--- src/rtl/assert_macros.svh ---
// Assertion macros shared by the RTL.
`ifndef ASSERT_MACROS_SVH
`define ASSERT_MACROS_SVH

// Clocked implication check, disabled while reset is high.
`define CRSB_ASSERT(label, clk, rst, prop, msg) \
  label: assert property (@(posedge clk) disable iff (rst) (prop)) else $error(msg);

// Same check, also evaluated during reset.
`define CRSB_ASSERT_ALWAYS(label, clk, prop, msg) \
  label: assert property (@(posedge clk) (prop)) else $error(msg);

`endif

--- src/rtl/crsb_pkg.sv ---
// Types and constants for the clipped run-length sprite blitter.
package crsb_pkg;

  localparam int ADDR_WIDTH_DEF = 32;

  localparam int CFG_INDEX_W = 4;
  localparam int CFG_DATA_W  = 16;

  localparam logic [15:0] STRIDE_RESET = 16'd320;

  typedef enum logic [1:0] {
    PH_SKIP = 2'd0,
    PH_DRAW = 2'd1,
    PH_PIX  = 2'd2
  } phase_t;

  typedef enum logic [1:0] {
    KIND_PIXEL      = 2'd0,
    KIND_ROW_END    = 2'd1,
    KIND_SPRITE_END = 2'd2
  } kind_t;

  typedef enum logic [CFG_INDEX_W-1:0] {
    REG_CLIP_X        = 4'd0,
    REG_CLIP_WIDTH    = 4'd1,
    REG_ROW_COUNT     = 4'd2,
    REG_SCREEN_STRIDE = 4'd3
  } reg_index_t;

  // Configuration as seen by the datapath.
  typedef struct packed {
    logic [14:0] clip_x;
    logic [14:0] clip_width;
    logic [15:0] row_count;
    logic [15:0] screen_stride;
  } cfg_t;

  // Result fields other than the destination offset.
  typedef struct packed {
    kind_t       kind;
    logic [14:0] column;
    logic [15:0] row;
    logic [15:0] pixel;
  } res_t;

endpackage

--- src/rtl/crsb_step.sv ---
// Run-stream decoder: phase, position and row state plus clip test for one word.
module crsb_step #(
  parameter int ADDR_WIDTH = crsb_pkg::ADDR_WIDTH_DEF
) (
  input  logic                  clk,
  input  logic                  rst,
  input  crsb_pkg::cfg_t        cfg,
  input  logic                  accept,
  input  logic [15:0]           rle_word,
  output logic                  push,
  output crsb_pkg::res_t        res,
  output logic [ADDR_WIDTH-1:0] dest
);
  import crsb_pkg::*;

  phase_t                phase;
  logic [15:0]           x_pos;
  logic [15:0]           pixels_left;
  logic [15:0]           row_index;
  logic [ADDR_WIDTH-1:0] row_base;

  phase_t                phase_next;
  logic [15:0]           x_pos_next;
  logic [15:0]           pixels_left_next;
  logic [15:0]           row_index_next;
  logic [ADDR_WIDTH-1:0] row_base_next;

  logic [15:0] clip_hi;
  logic        visible;
  logic [14:0] col;
  logic        last_row;
  logic [15:0] left_dec;

  always_comb begin
    clip_hi  = {1'b0, cfg.clip_x} + {1'b0, cfg.clip_width};
    visible  = !x_pos[15] && (x_pos[14:0] >= cfg.clip_x) && (x_pos < clip_hi);
    col      = x_pos[14:0] - cfg.clip_x;
    last_row = ({1'b0, row_index} + 17'd1) >= {1'b0, cfg.row_count};
    left_dec = pixels_left - 16'd1;

    phase_next       = phase;
    x_pos_next       = x_pos;
    pixels_left_next = pixels_left;
    row_index_next   = row_index;
    row_base_next    = row_base;
    push             = 1'b0;
    res.kind         = KIND_PIXEL;
    res.column       = '0;
    res.row          = row_index;
    res.pixel        = '0;
    dest             = row_base;

    case (phase)
      PH_DRAW: begin
        if (rle_word != 16'd0) begin
          pixels_left_next = rle_word;
          phase_next       = PH_PIX;
        end else begin
          // draw count of zero closes the line
          push             = 1'b1;
          phase_next       = PH_SKIP;
          x_pos_next       = '0;
          pixels_left_next = '0;
          if (last_row) begin
            res.kind       = KIND_SPRITE_END;
            row_index_next = '0;
            row_base_next  = '0;
          end else begin
            res.kind       = KIND_ROW_END;
            row_index_next = row_index + 16'd1;
            row_base_next  = row_base + ADDR_WIDTH'(cfg.screen_stride);
          end
        end
      end
      PH_PIX: begin
        push             = visible;
        res.column       = col;
        res.pixel        = rle_word;
        dest             = row_base + ADDR_WIDTH'(col);
        x_pos_next       = x_pos + 16'd1;
        pixels_left_next = left_dec;
        if (left_dec == 16'd0) begin
          phase_next = PH_SKIP;
        end
      end
      default: begin
        // skip count; the unused phase code lands here as well
        x_pos_next = x_pos + rle_word;
        phase_next = PH_DRAW;
      end
    endcase

    push = push && accept;
  end

  always_ff @(posedge clk) begin
    if (rst) begin
      phase       <= PH_SKIP;
      x_pos       <= '0;
      pixels_left <= '0;
      row_index   <= '0;
      row_base    <= '0;
    end else if (accept) begin
      phase       <= phase_next;
      x_pos       <= x_pos_next;
      pixels_left <= pixels_left_next;
      row_index   <= row_index_next;
      row_base    <= row_base_next;
    end
  end

endmodule

--- src/rtl/crsb_outbuf.sv ---
// Result register with one skid entry that takes one result on a stall before the input side stops.
module crsb_outbuf #(
  parameter int ADDR_WIDTH = crsb_pkg::ADDR_WIDTH_DEF
) (
  input  logic                  clk,
  input  logic                  rst,
  input  logic                  push,
  input  crsb_pkg::res_t        push_res,
  input  logic [ADDR_WIDTH-1:0] push_dest,
  output logic                  in_ready,
  output logic                  out_valid,
  input  logic                  out_ready,
  output crsb_pkg::res_t        out_res,
  output logic [ADDR_WIDTH-1:0] out_dest
);
  import crsb_pkg::*;

  logic                  skid_valid;
  res_t                  skid_res;
  logic [ADDR_WIDTH-1:0] skid_dest;

  assign in_ready = !skid_valid;

  always_ff @(posedge clk) begin
    if (rst) begin
      out_valid  <= 1'b0;
      skid_valid <= 1'b0;
    end else if (out_ready || !out_valid) begin
      if (skid_valid) begin
        out_valid  <= 1'b1;
        skid_valid <= 1'b0;
      end else begin
        out_valid <= push;
      end
    end else if (push) begin
      skid_valid <= 1'b1;
    end
  end

  always_ff @(posedge clk) begin
    if (out_ready || !out_valid) begin
      if (skid_valid) begin
        out_res  <= skid_res;
        out_dest <= skid_dest;
      end else begin
        out_res  <= push_res;
        out_dest <= push_dest;
      end
    end else if (push) begin
      skid_res  <= push_res;
      skid_dest <= push_dest;
    end
  end

endmodule

--- src/rtl/clipped_run_sprite_blitter.sv ---
// Top level of the clipped run-length sprite blitter.
//
// Input channel rle_valid/rle_ready/rle_word carries the run stream, one
// 16-bit word per transaction: skip count, draw count, then the pixel words.
// Result channel res_valid/res_ready carries kind, dest_offset, column, row
// and pixel: a pixel write for each visible pixel, and for a zero draw count
// a row-end marker, or a sprite-end marker instead at the end of line row_count.
// Configuration channel cfg_valid/cfg_ready/cfg_index/cfg_data writes
// clip_x (0), clip_width (1), row_count (2) and screen_stride (3); cfg_ready
// is always high, and writes are meant to land while the block is idle.
// Throughput: one word per cycle while rle_ready is high. A result is
// registered in the output register as the word that causes it is taken, or
// in the skid entry while the output is stalled.
// Stall: the output register has one skid entry behind it; rle_ready falls
// only while that entry is occupied, and rises again once the receiver takes
// a result.
// Reset (rst, synchronous) empties the output, returns to the start of a row
// at row 0, and loads the register defaults (stride 320, the rest zero).
`include "assert_macros.svh"

module clipped_run_sprite_blitter #(
  parameter int ADDR_WIDTH = crsb_pkg::ADDR_WIDTH_DEF
) (
  input  logic                             clk,
  input  logic                             rst,
  input  logic                             rle_valid,
  output logic                             rle_ready,
  input  logic [15:0]                      rle_word,
  output logic                             res_valid,
  input  logic                             res_ready,
  output crsb_pkg::kind_t                  kind,
  output logic [ADDR_WIDTH-1:0]            dest_offset,
  output logic [14:0]                      column,
  output logic [15:0]                      row,
  output logic [15:0]                      pixel,
  input  logic                             cfg_valid,
  output logic                             cfg_ready,
  input  logic [crsb_pkg::CFG_INDEX_W-1:0] cfg_index,
  input  logic [crsb_pkg::CFG_DATA_W-1:0]  cfg_data
);
  import crsb_pkg::*;

  cfg_t                  cfg;
  logic                  accept;
  logic                  push;
  res_t                  push_res;
  logic [ADDR_WIDTH-1:0] push_dest;
  res_t                  out_res;

  assign cfg_ready = 1'b1;
  assign accept    = rle_valid && rle_ready;

  always_ff @(posedge clk) begin
    if (rst) begin
      cfg.clip_x        <= '0;
      cfg.clip_width    <= '0;
      cfg.row_count     <= '0;
      cfg.screen_stride <= STRIDE_RESET;
    end else if (cfg_valid && cfg_ready) begin
      case (cfg_index)
        REG_CLIP_X:        cfg.clip_x        <= cfg_data[14:0];
        REG_CLIP_WIDTH:    cfg.clip_width    <= cfg_data[14:0];
        REG_ROW_COUNT:     cfg.row_count     <= cfg_data;
        REG_SCREEN_STRIDE: cfg.screen_stride <= cfg_data;
        default: ;
      endcase
    end
  end

  crsb_step #(.ADDR_WIDTH(ADDR_WIDTH)) u_step (
    .clk      (clk),
    .rst      (rst),
    .cfg      (cfg),
    .accept   (accept),
    .rle_word (rle_word),
    .push     (push),
    .res      (push_res),
    .dest     (push_dest)
  );

  crsb_outbuf #(.ADDR_WIDTH(ADDR_WIDTH)) u_outbuf (
    .clk       (clk),
    .rst       (rst),
    .push      (push),
    .push_res  (push_res),
    .push_dest (push_dest),
    .in_ready  (rle_ready),
    .out_valid (res_valid),
    .out_ready (res_ready),
    .out_res   (out_res),
    .out_dest  (dest_offset)
  );

  assign kind   = out_res.kind;
  assign column = out_res.column;
  assign row    = out_res.row;
  assign pixel  = out_res.pixel;

  // input side only blocks while a result is waiting to go out
  `CRSB_ASSERT_ALWAYS(a_ready_only_stalled, clk, !rle_ready |-> res_valid, "input stalled with output empty")
  // visible pixels always fall inside the window
  `CRSB_ASSERT(a_col_in_window, clk, rst, (res_valid && kind == KIND_PIXEL) |-> ({1'b0, column} < {1'b0, cfg.clip_width}), "pixel column outside clip window")
  // markers carry no column and no pixel
  `CRSB_ASSERT(a_marker_clean, clk, rst, (res_valid && kind != KIND_PIXEL) |-> (column == '0 && pixel == '0), "row marker with pixel data")

endmodule
--- config.mk ---
export PLATFORM = sky130hd
export DESIGN_NAME = clipped_run_sprite_blitter
export DESIGN_NICKNAME = d
export VERILOG_FILES = /design/src/rtl/crsb_pkg.sv /design/src/rtl/crsb_step.sv /design/src/rtl/crsb_outbuf.sv /design/src/rtl/clipped_run_sprite_blitter.sv
export VERILOG_INCLUDE_DIRS = /design/src /design/src/rtl
export SDC_FILE = /design/constraint.sdc
export NUM_CORES = 1
export LEC_CHECK = 0
export BUFFER_PORTS_ARGS = -buffer_cell sky130_fd_sc_hd__buf_2
export CAP_MARGIN = 15
export CORE_ASPECT_RATIO = 0.9
export CORE_UTILIZATION = 40
export CTS_CLUSTER_DIAMETER = 60
export DETAILED_ROUTE_END_ITERATION = 7
export PLACE_DENSITY_LB_ADDON = 0.12
export REMOVE_ABC_BUFFERS = 1
export SETUP_SLACK_MARGIN = 0.05
export SLEW_MARGIN = 25
export SYNTH_ARGS = -nofsm -noshare
export SYNTH_HDL_FRONTEND = slang
export SYNTH_HIERARCHICAL = 1
export SYNTH_SLANG_ARGS = --single-unit
--- constraint.sdc ---
create_clock -name clk -period 9.05 [get_ports clk]
set_clock_uncertainty 0.2 [all_clocks]
set_input_delay 1.81 -clock clk [delete_from_list [all_inputs] [get_ports clk]]
set_output_delay 1.81 -clock clk [all_outputs]
set_load 0.005 [all_outputs]
# Word-level counts from Yosys, hierarchy flattened
# Cells that the tools add are included.
[word_totals]
elab_cells = 84
ff_bits = 308
[op_classes]
add_sub_neg = 9
muxes = 20
bitwise_logic = 2
n_eq_ne = 7
reduce_logical = 22
n_lt_le_gt_ge = 3
[ops]
columns = ["operator", "n"]
rows = [
  ["$mux W32", 3],
  ["$mux W16", 4],
  ["$pmux W16 S2", 2],
  ["$mux W49", 1],
  ["$add A16 B1 Y16 const B", 2],
  ["$add A32 B15 Y32", 1],
  ["$add A32 B16 Y32", 1],
  ["$add A16 B1 Y17 const B", 1],
  ["$ge A17 B16 Y1", 1],
  ["$add A15 B15 Y16", 1],
  ["$add A16 B16 Y16", 1],
  ["$logic_not A16 Y1", 1],
  ["$lt A16 B16 Y1", 1],
  ["$reduce_and A2 Y1", 8],
  ["$reduce_bool A16 Y1", 1],
  ["$sub A16 B1 Y16 const B", 1],
  ["$ge A15 B15 Y1", 1],
  ["$mux W15", 1],
  ["$sub A15 B15 Y15", 1],
  ["$mux W2", 5],
  ["$eq A4 B2 Y1 const B", 2],
  ["$eq A4 B1 Y1 const B", 1],
  ["$logic_and A1 B1 Y1", 4],
  ["$logic_not A4 Y1", 1],
  ["other kinds (13)", 17],
]

# Logic depth before layout (Yosys ltp)
# Gate-level depths: netlist of the first run.
[depth]
ltp_word = 6
mapped_depth = 20
mapped_depth_nobuf = 20

# Hierarchy
# The synthesis of the first run kept the hierarchy.
[modules_own_cells]
columns = ["module", "instances", "seq_area_each_um2", "area_per_inst_um2", "cells_per_inst"]
rows = [
  ["crsb_step", 1, 1641.6, 8982.4, 1189],
  ["crsb_outbuf", 1, 4904.7, 6198.4, 261],
  ["clipped_run_sprite_blitter", 1, 1241.2, 2555.0, 231],
]

# Worst setup path after synthesis of the first run
# OpenSTA, ideal clock, no wires.
[synth_path]
path_kind = "input to register"
start = "in res_ready"
end = "reg u_outbuf.skid_dest[0], enable pin"
arrival_ps = 7369
setup_ps = 520
slack_ps = 961
t_required_ps = 8330
path_buffers = 0
stages = 2
path_cell_list = "nand2b_1 nor2_1"
[synth_between]
elab_chain_cells = 3
[synth_lines]
columns = ["element", "line_no", "rtl"]
rows = [
  ["start, declared", "clipped_run_sprite_blitter.sv:30", "input logic res_ready,"],
  ["$logic_or A1 B1 Y1", "crsb_outbuf.sv:41", "if (out_ready || !out_valid) begin"],
  ["$not A1 Y1 (no source line)", "--", ""],
  ["$reduce_and A2 Y1 (no source line)", "--", ""],
  ["end signal, assigned", "crsb_outbuf.sv:51", "skid_dest <= push_dest;"],
  ["end, declared", "crsb_outbuf.sv:20", "logic [ADDR_WIDTH-1:0] skid_dest;"],
]
# Every way passes these cells.
# A chain may end at the register's enable or synchronous reset.

# Final worst setup path of the first run
[layout_path]
start = "reg cfg[47] (netlist name)"
end = "reg u_outbuf/skid_res[11] (netlist name), enable pin"
[layout_between]
elab_chain_cells = 6
elab_cells_between_ends = 8
classes_between = "1 x add/sub; 2 x order compare; 1 x mux; 4 x reduce/logical"
[layout_lines]
columns = ["element", "line_no", "rtl"]
rows = [
  ["$add A15 B15 Y16 / $ge A15 B15 Y1 (equally long branches)", "crsb_step.sv:35, crsb_step.sv:36", ""],
  ["$lt A16 B16 Y1 / $logic_and A1 B1 Y1 (equally long branches)", "crsb_step.sv:36", "visible = !x_pos[15] && (x_pos[14:0] >= cfg.clip_x) && (x_pos < clip_hi);"],
  ["$logic_and A1 B1 Y1 *", "crsb_step.sv:36", ""],
  ["$pmux W1 S2 *", "crsb_step.sv:53", "case (phase)"],
  ["$logic_and A1 B1 Y1 *", "crsb_step.sv:93", "push = push && accept;"],
  ["named net push", "clipped_run_sprite_blitter.sv:45", "logic push;"],
  ["$reduce_and A2 Y1 (no source line) *", "--", ""],
  ["end signal, assigned", "crsb_outbuf.sv:50", "skid_res <= push_res;"],
  ["end, declared", "crsb_outbuf.sv:19", "res_t skid_res;"],
]
# The timed path passes the listed nets; every way through them passes the cells marked *.

==> results.py, run 1 <==
metrics = {
    "drt": {
        "wl_per_cell_um": 17.9,
        "drt_wl_total_mm": 43.2,
        "detail_route.first_pass.iterations": 5,
        "ant_nets": 0,
        "vias": 12600,
        "drc_errors": 0,
        "first_iter_violations": 736,
        "viasPerCell": 5.24,
    },
    "critical_path": {
        "r2r-start": "cfg[47]$_SDFFE_PP0P_",
        "critPathSlowestCell": "nor2_4",
        "reg2regPathDepth": 19,
        "cp_cell_sequence": "ha_1 > fa_1 > a21o_1 > a21oi_1 > o21bai_1 > a21oi_1 > o21ai_0 > a221o_1 > and4b_1 > a311oi_1 > ha_1 > nand4_1 > nor2_1 > a21oi_1 > o211ai_1 > o32ai_1 > inv_1 > nor2_4 > buf_4",
        "cpPeakStageDelay_ns": 0.65,
        "regToRegEndpoint": "u_outbuf/skid_res[11]$_DFFE_PP_",
        "path_class": "reg2reg",
        "arrival_ns": 5.76,
        "cp_max_fo": 42,
        "ff2ff_setup_slack_ns": 3.26,
        "required_ns": 9.03,
        "end_kind": "flip-flop",
        "crit_path_start_kind": "flip-flop",
        "cp_num_buf_inv": 2,
        "crit_family": "compound AO/OA/AOI/OAI gates",
        "cpMostUsedCell": "a21oi_1",
    },
    "layout": {
        "diodes": 0,
        "final_common_cell": "edfxtp_1",
        "layout_common_cells": "edfxtp_1 (162), dfxtp_1 (145), buf_2 (122)",
        "nNetsFinal": 1947,
        "area_growth_syn_to_layout_pct": 13.2,
        "fillers": 4109,
        "drive_gt1_share_pct": 17.3,
        "regArea_um2": 7790,
        "multi_input_area_um2": 9350,
    },
    "sta": {
        "tns_ns": 0,
        "fin_ws_ns": 3.26,
        "report.final.hold_viol_count": 0,
        "period_share_pct": 63.9,
        "rsz0062_at_grt": "false",
        "hold_ws_ns": 0.277,
        "final-max-slew-violation-count": 0,
        "timing.fmax_ghz": 0.173,
        "finalSetupViolCount": 0,
        "relSlewSlack_pct": 37.0,
        "fin_crit_ns": 5.79,
        "tightest_slew_ns": 0.941,
    },
    "die": {
        "rows": 72,
        "die_h_um": 202,
        "die-area_um2": 45200,
        "ioPinCount": 125,
        "start_util_pct": 40.9,
        "fp.dieW_um": 224,
        "core_um2": 43300,
    },
    "yosys": {
        "synth_enable_flop_cells": 162,
        "yosys_warnings": 6,
        "synth-seq-area-share_pct": 43.9,
        "synth.distinct_cells": 85,
        "synth_area_um2": 17700,
        "yosys_register_bits": 308,
        "synth_ff_type": "edfxtp_1",
        "synth_cells": 1681,
        "avgSynthCellArea_um2": 10.6,
        "async_flop_share_pct": 0,
    },
    "worst_hold_path": {
        "min_from": "cfg[29]$_SDFFE_PP0P_",
        "min_to": "cfg[29]$_SDFFE_PP0P_",
        "worstHoldPathCells": 2,
        "hold_class": "reg2reg",
    },
    "flow_run": {
        "cap_violations": 0,
    },
    "power_and_ir_drop": {
        "peakVddDrop_v": 0.000121,
        "power_density_nw_per_um2": 176,
        "p_total_mw": 3.53,
        "p_leak_nw": 8.61,
    },
    "grt": {
        "grt_max_degree": 81,
        "gr-usage-all-layers_pct": 19.2,
        "antenna_found_initial": 0,
        "grt_pass1_wl_mm": 68.2,
        "grt_pass1_vias": 12000,
        "grt_overflow": 0,
    },
    "cts": {
        "worstSkewPairLatency_ns": 0.54,
        "root_buffer": "clkbuf_16",
        "cts_sinks": 308,
        "clkTransAtPathRegs_ns": 0.06,
        "cts_made_buffers": 39,
        "clock_path_buffers": 3,
        "cts-hold-fix-buffers": 0,
        "postCtsResizedCells": 0,
        "cts_setup_buffers": 0,
        "cts_tree": "built",
        "h-tree-depth": 2,
    },
    "placement": {
        "place_congestion": 0.886,
        "dpl_worst_slack_ns": 3.25,
        "post-dp-hpwl_mm": 30.9,
        "port-buffer-count": 123,
    },
    "status": {
        "status": "finished clean",
    },
}
==> flip-flops by register name, indices dropped and copies added, names as in the netlist, 2 cells and up <==
signal	cells
cfg	62
u_outbuf/out_res	49
u_outbuf/skid_res	49
u_outbuf/out_dest	32
u_outbuf/skid_dest	32
u_step/row_base	32
u_step/pixels_left	16
u_step/row_index	16
u_step/x_pos	16
u_step/phase	2
==> report_power, final <==
part / total, mW / switching [mW] / internal, mW
clock: 1.51 / 0.608 / 0.899
combinational: 0.517 / 0.306 / 0.211
sequential: 1.50 / 0.0256 / 1.48
total: 3.53 / 0.940 / 2.59
==> synthesized netlist by cell type, drive strengths merged, types with 9 or more instances <==
cell | n | share of area [%]
edfxtp | 162 | 27
dfxtp | 146 | 16
nor2 | 114 | 2.4
ha | 112 | 7.9
a21oi | 111 | 3.2
nand2 | 93 | 2.0
nand2b | 92 | 3.2
mux2 | 90 | 7.2
inv | 72 | 1.5
xnor2 | 72 | 3.6
mux2i | 69 | 3.9
o21ai | 63 | 1.8
nand3 | 46 | 1.3
clkbuf | 44 | 0.94
and2 | 40 | 1.4
a21o | 36 | 1.5
xor2 | 32 | 1.6
nor3 | 24 | 0.71
buf | 23 | 1.1
nor2b | 23 | 0.81
nand4 | 21 | 0.78
and3 | 20 | 0.71
o31ai | 18 | 0.85
nor4 | 11 | 0.42
a211oi | 10 | 0.45
a31oi | 10 | 0.35
o211ai | 9 | 0.38
o21bai | 9 | 0.40
or2 | 9 | 0.32
==> logic make-up after synthesis <==
logic type	share of synthesized area [%]
other	0.0211
XOR/XNOR	5.14
multiplexers	11.0
AND/OR/NAND/NOR	16.4
AO/OA/AOI/OAI	11.5
flip-flops	43.9
buffers and inverters	3.56
adder cells (fa/ha/maj)	8.47
==> worst max-delay path by stage <==
stage                         start                               end  depth (start not counted)
2_1_floorplan             res_ready   u_outbuf/skid_dest[0]$_DFFE_PP_                          2
3_3_place_gp   cfg[47]$_SDFFE_PP0P_  u_outbuf/skid_dest[19]$_DFFE_PP_                         19
3_5_place_dp   cfg[47]$_SDFFE_PP0P_  u_outbuf/skid_dest[15]$_DFFE_PP_                         19
4_1_cts        cfg[47]$_SDFFE_PP0P_  u_outbuf/skid_dest[20]$_DFFE_PP_                         19
5_1_grt        cfg[47]$_SDFFE_PP0P_  u_outbuf/skid_dest[20]$_DFFE_PP_                         19
6_report       cfg[47]$_SDFFE_PP0P_   u_outbuf/skid_res[11]$_DFFE_PP_                         19
==> layer usage <==
| layer | GRT usage, % | wire (um) |
|---|---|---|
| met3 | 3.42 | 2140 |
| met4 | 5.19 | 890 |
| met2 | 29.4 | 18900 |
| met5 | 0 | 0 |
| met1 | 27.8 | 21300 |
==> area by class of cell <==
cell class	instances	share of cell area [%]
Inverter	72	1.35
Multi-Input combinational cell	1234	46.6
Clock inverter	21	0.997
Tap cell	592	3.69
Clock buffer	48	5.13
Timing Repair Buffer	134	3.49
Sequential cell	308	38.8
==> worst reg2reg max path, delay by kind of cell (launching register included) <==
kind | cells | cell delay, ns
AOI/OAI and AO/OA | 10 | 2.16
adders and majority gates | 3 | 0.92
buffers and inverters | 2 | 0.75
DFF | 1 | 0.33
and+or+nand+nor | 4 | 1.03
==> stage by stage <==
step / instance area [um^2] / std cells / utilization, %
6_report: 20100 / 2409 / 46.3
5_1_grt: 20100 / 2409 / 46.3
4_1_cts: 20100 / 2409 / 46.3
3_5_place_dp: 18900 / 2340 / 43.5
3_3_place_gp: 18900 / 2340 / 43.5
2_1_floorplan: 17400 / 1614 / -
Note: power is estimated with default switching activity, not from simulation.
==> run 2: changes to the inputs <==
==> constraint.sdc (replaced) <==
create_clock -name clk -period 5.8 [get_ports clk]
set_clock_uncertainty 0.2 [all_clocks]
set_input_delay 1.16 -clock clk [delete_from_list [all_inputs] [get_ports clk]]
set_output_delay 1.16 -clock clk [all_outputs]
set_load 0.005 [all_outputs]
==> run 2 against run 1 <==
Against the previous run: count of clock-buffer cells in the layout increased by 6; cell area increased by 0.27%; critical endpoint is now u_outbuf/skid_res[21]$_DFFE_PP_; wire length increased by 1.6%; critical path type unchanged; maximum frequency up 8.2%; core utilization rose by 0.13 points; highest routed layer unchanged; largest cell class unchanged; non-clock buffer count is the same; first-iteration DRC count up 8.8%; total power up 57%; die area stayed put; global-route usage rose by 0.37 points.
==> results.py, run 2 (synthesized netlist as in run 1, its figures left out) <==
metrics = {
    "status": {
        "status": "finished clean",
    },
    "layout": {
        "fillers": 4045,
        "layout_common_cells": "edfxtp_1 (162), dfxtp_1 (145), buf_2 (122)",
        "largestRegisters": "cfg (62), u_outbuf/out_res (49), u_outbuf/skid_res (49)",
        "diodes": 0,
        "finish.utilization_pct": 46.5,
        "fin_area_um2": 20100,
        "largest-register": "cfg",
        "drive_gt1_share_pct": 17.6,
        "final_common_cell": "edfxtp_1",
        "largest_reg_flops": 62,
        "area_growth_syn_to_layout_pct": 13.5,
        "nNetsFinal": 1947,
    },
    "cts": {
        "postCtsResizedCells": 0,
        "worstSkewPairLatency_ns": 0.56,
        "cts_setup_buffers": 0,
        "h-tree-depth": 2,
        "root_buffer": "clkbuf_16",
        "clkTransAtPathRegs_ns": 0.06,
        "clock_path_buffers": 3,
        "cts_tree": "built",
        "cts_made_buffers": 39,
        "cts_sinks": 308,
        "cts-hold-fix-buffers": 0,
    },
    "sta": {
        "tightest_slew_ns": 0.946,
        "rsz0062_at_grt": "false",
        "fin_crit_ns": 5.35,
        "period_share_pct": 92.2,
        "finalSetupViolCount": 0,
        "report.final.hold_viol_count": 0,
        "hold_ws_ns": 0.275,
        "final-max-slew-violation-count": 0,
        "relSlewSlack_pct": 36.9,
        "timing.fmax_ghz": 0.187,
    },
    "die": {
        "fp.dieW_um": 224,
        "start_util_pct": 40.9,
        "rows": 72,
        "die-area_um2": 45200,
        "ioPinCount": 125,
        "die_h_um": 202,
        "core_um2": 43300,
    },
    "flow_run": {
        "cap_violations": 0,
    },
    "drt": {
        "first_iter_violations": 801,
        "viasPerCell": 5.27,
        "ant_nets": 0,
        "drc_errors": 0,
        "detail_route.first_pass.iterations": 5,
        "drt_wl_total_mm": 43.9,
        "wl_per_cell_um": 18.2,
        "vias": 12700,
    },
    "critical_path": {
        "cp-startpoint": "cfg[47]$_SDFFE_PP0P_",
        "cp_cell_sequence": "ha_1 > fa_1 > a21o_1 > a21oi_1 > o21bai_1 > a21oi_1 > o21ai_0 > a221o_1 > and4b_1 > a311oi_1 > ha_1 > nand4_1 > nor2_1 > a21oi_1 > o211ai_1 > o32ai_1 > inv_1 > nor2_4 > buf_12",
        "cp_num_buf_inv": 2,
        "required_ns": 5.77,
        "crit_path_start_kind": "flip-flop",
        "path_class": "reg2reg",
        "crit_family": "compound AO/OA/AOI/OAI gates",
        "cpPeakStageDelay_ns": 0.42,
        "cpMostUsedCell": "a21oi_1",
        "end_kind": "flip-flop",
        "r2r-start": "cfg[47]$_SDFFE_PP0P_",
        "cp_max_fo": 81,
        "arrival_ns": 5.32,
        "critPathSlowestCell": "fa_1",
    },
    "grt": {
        "grt_max_degree": 87,
        "grt_pass1_vias": 12400,
        "grt_pass1_wl_mm": 69.7,
        "grt_overflow": 0,
        "gr-usage-all-layers_pct": 19.6,
        "antenna_found_initial": 0,
    },
    "placement": {
        "place_congestion": 0.875,
        "placed_area_um2": 18900,
        "port-buffer-count": 123,
        "post-dp-hpwl_mm": 31.1,
    },
    "power_and_ir_drop": {
        "peakVddDrop_v": 0.000155,
        "power_density_nw_per_um2": 275,
        "p_total_mw": 5.54,
        "p_leak_nw": 8.63,
    },
    "worst_hold_path": {
        "hold_class": "reg2reg",
        "min_from": "cfg[31]$_SDFFE_PP0P_",
    },
}
==> run 2: cell types whose count changed in the layout (fill, tap and decap cells not counted), sizes merged <==
cell / change
bufinv: -1
clkbuf: +6
clkinv: -2
clkinvlp: +1
inv: -1
==> run 2: worst min-delay path, delay by kind of cell, from the launching register on <==
family | cells | cell delay (ns)
simple gates | 1 | 0.06
mux | 1 | 0.06
flops | 1 | 0.31
==> run 2: through the flow <==
step / cells / setup slack, ns / TNS [ns]
after floorplan: 1614 / -2.11 / -170.56
after global placement: 2340 / 0.753 / 0
after detailed placement: 2340 / 0.603 / 0
after CTS: 2412 / 0.569 / 0
after global routing: 2412 / 0.281 / 0
final: 2412 / 0.453 / 0
==> run 2: worst paths after layout <==
check,endpoint,slack (ns),cells after the start
setup / recovery,u_outbuf/skid_res[21]$_DFFE_PP_,0.45,19
hold / removal,cfg[31]$_SDFFE_PP0P_,0.28,2
setup reg to reg,u_outbuf/skid_res[21]$_DFFE_PP_,0.45,19
hold reg to reg,cfg[31]$_SDFFE_PP0P_,0.28,2
==> run 2: metal layers <==
metal / track usage [%] / wire, um
met1: 27.9 / 21600
met2: 30.1 / 19400
met3: 3.58 / 2060
met4: 5.92 / 873
met5: 0 / 0
==> run 2: cell type report <==
cell class / count / area, um^2 / area share (%)
multi-input cells: 1234 / 9350 / 46.4
flip-flops and latches: 308 / 7790 / 38.7
clock buffers: 54 / 1080 / 5.38
well taps: 592 / 741 / 3.68
repair buffers: 134 / 726 / 3.60
inverters: 72 / 270 / 1.34
clock inverters: 18 / 176 / 0.876
==> run 2: power breakdown <==
part           switching (mW)  internal, mW
combinational           0.475         0.330
sequential             0.0386          2.31
clock                   0.975          1.41
total                    1.49          4.05
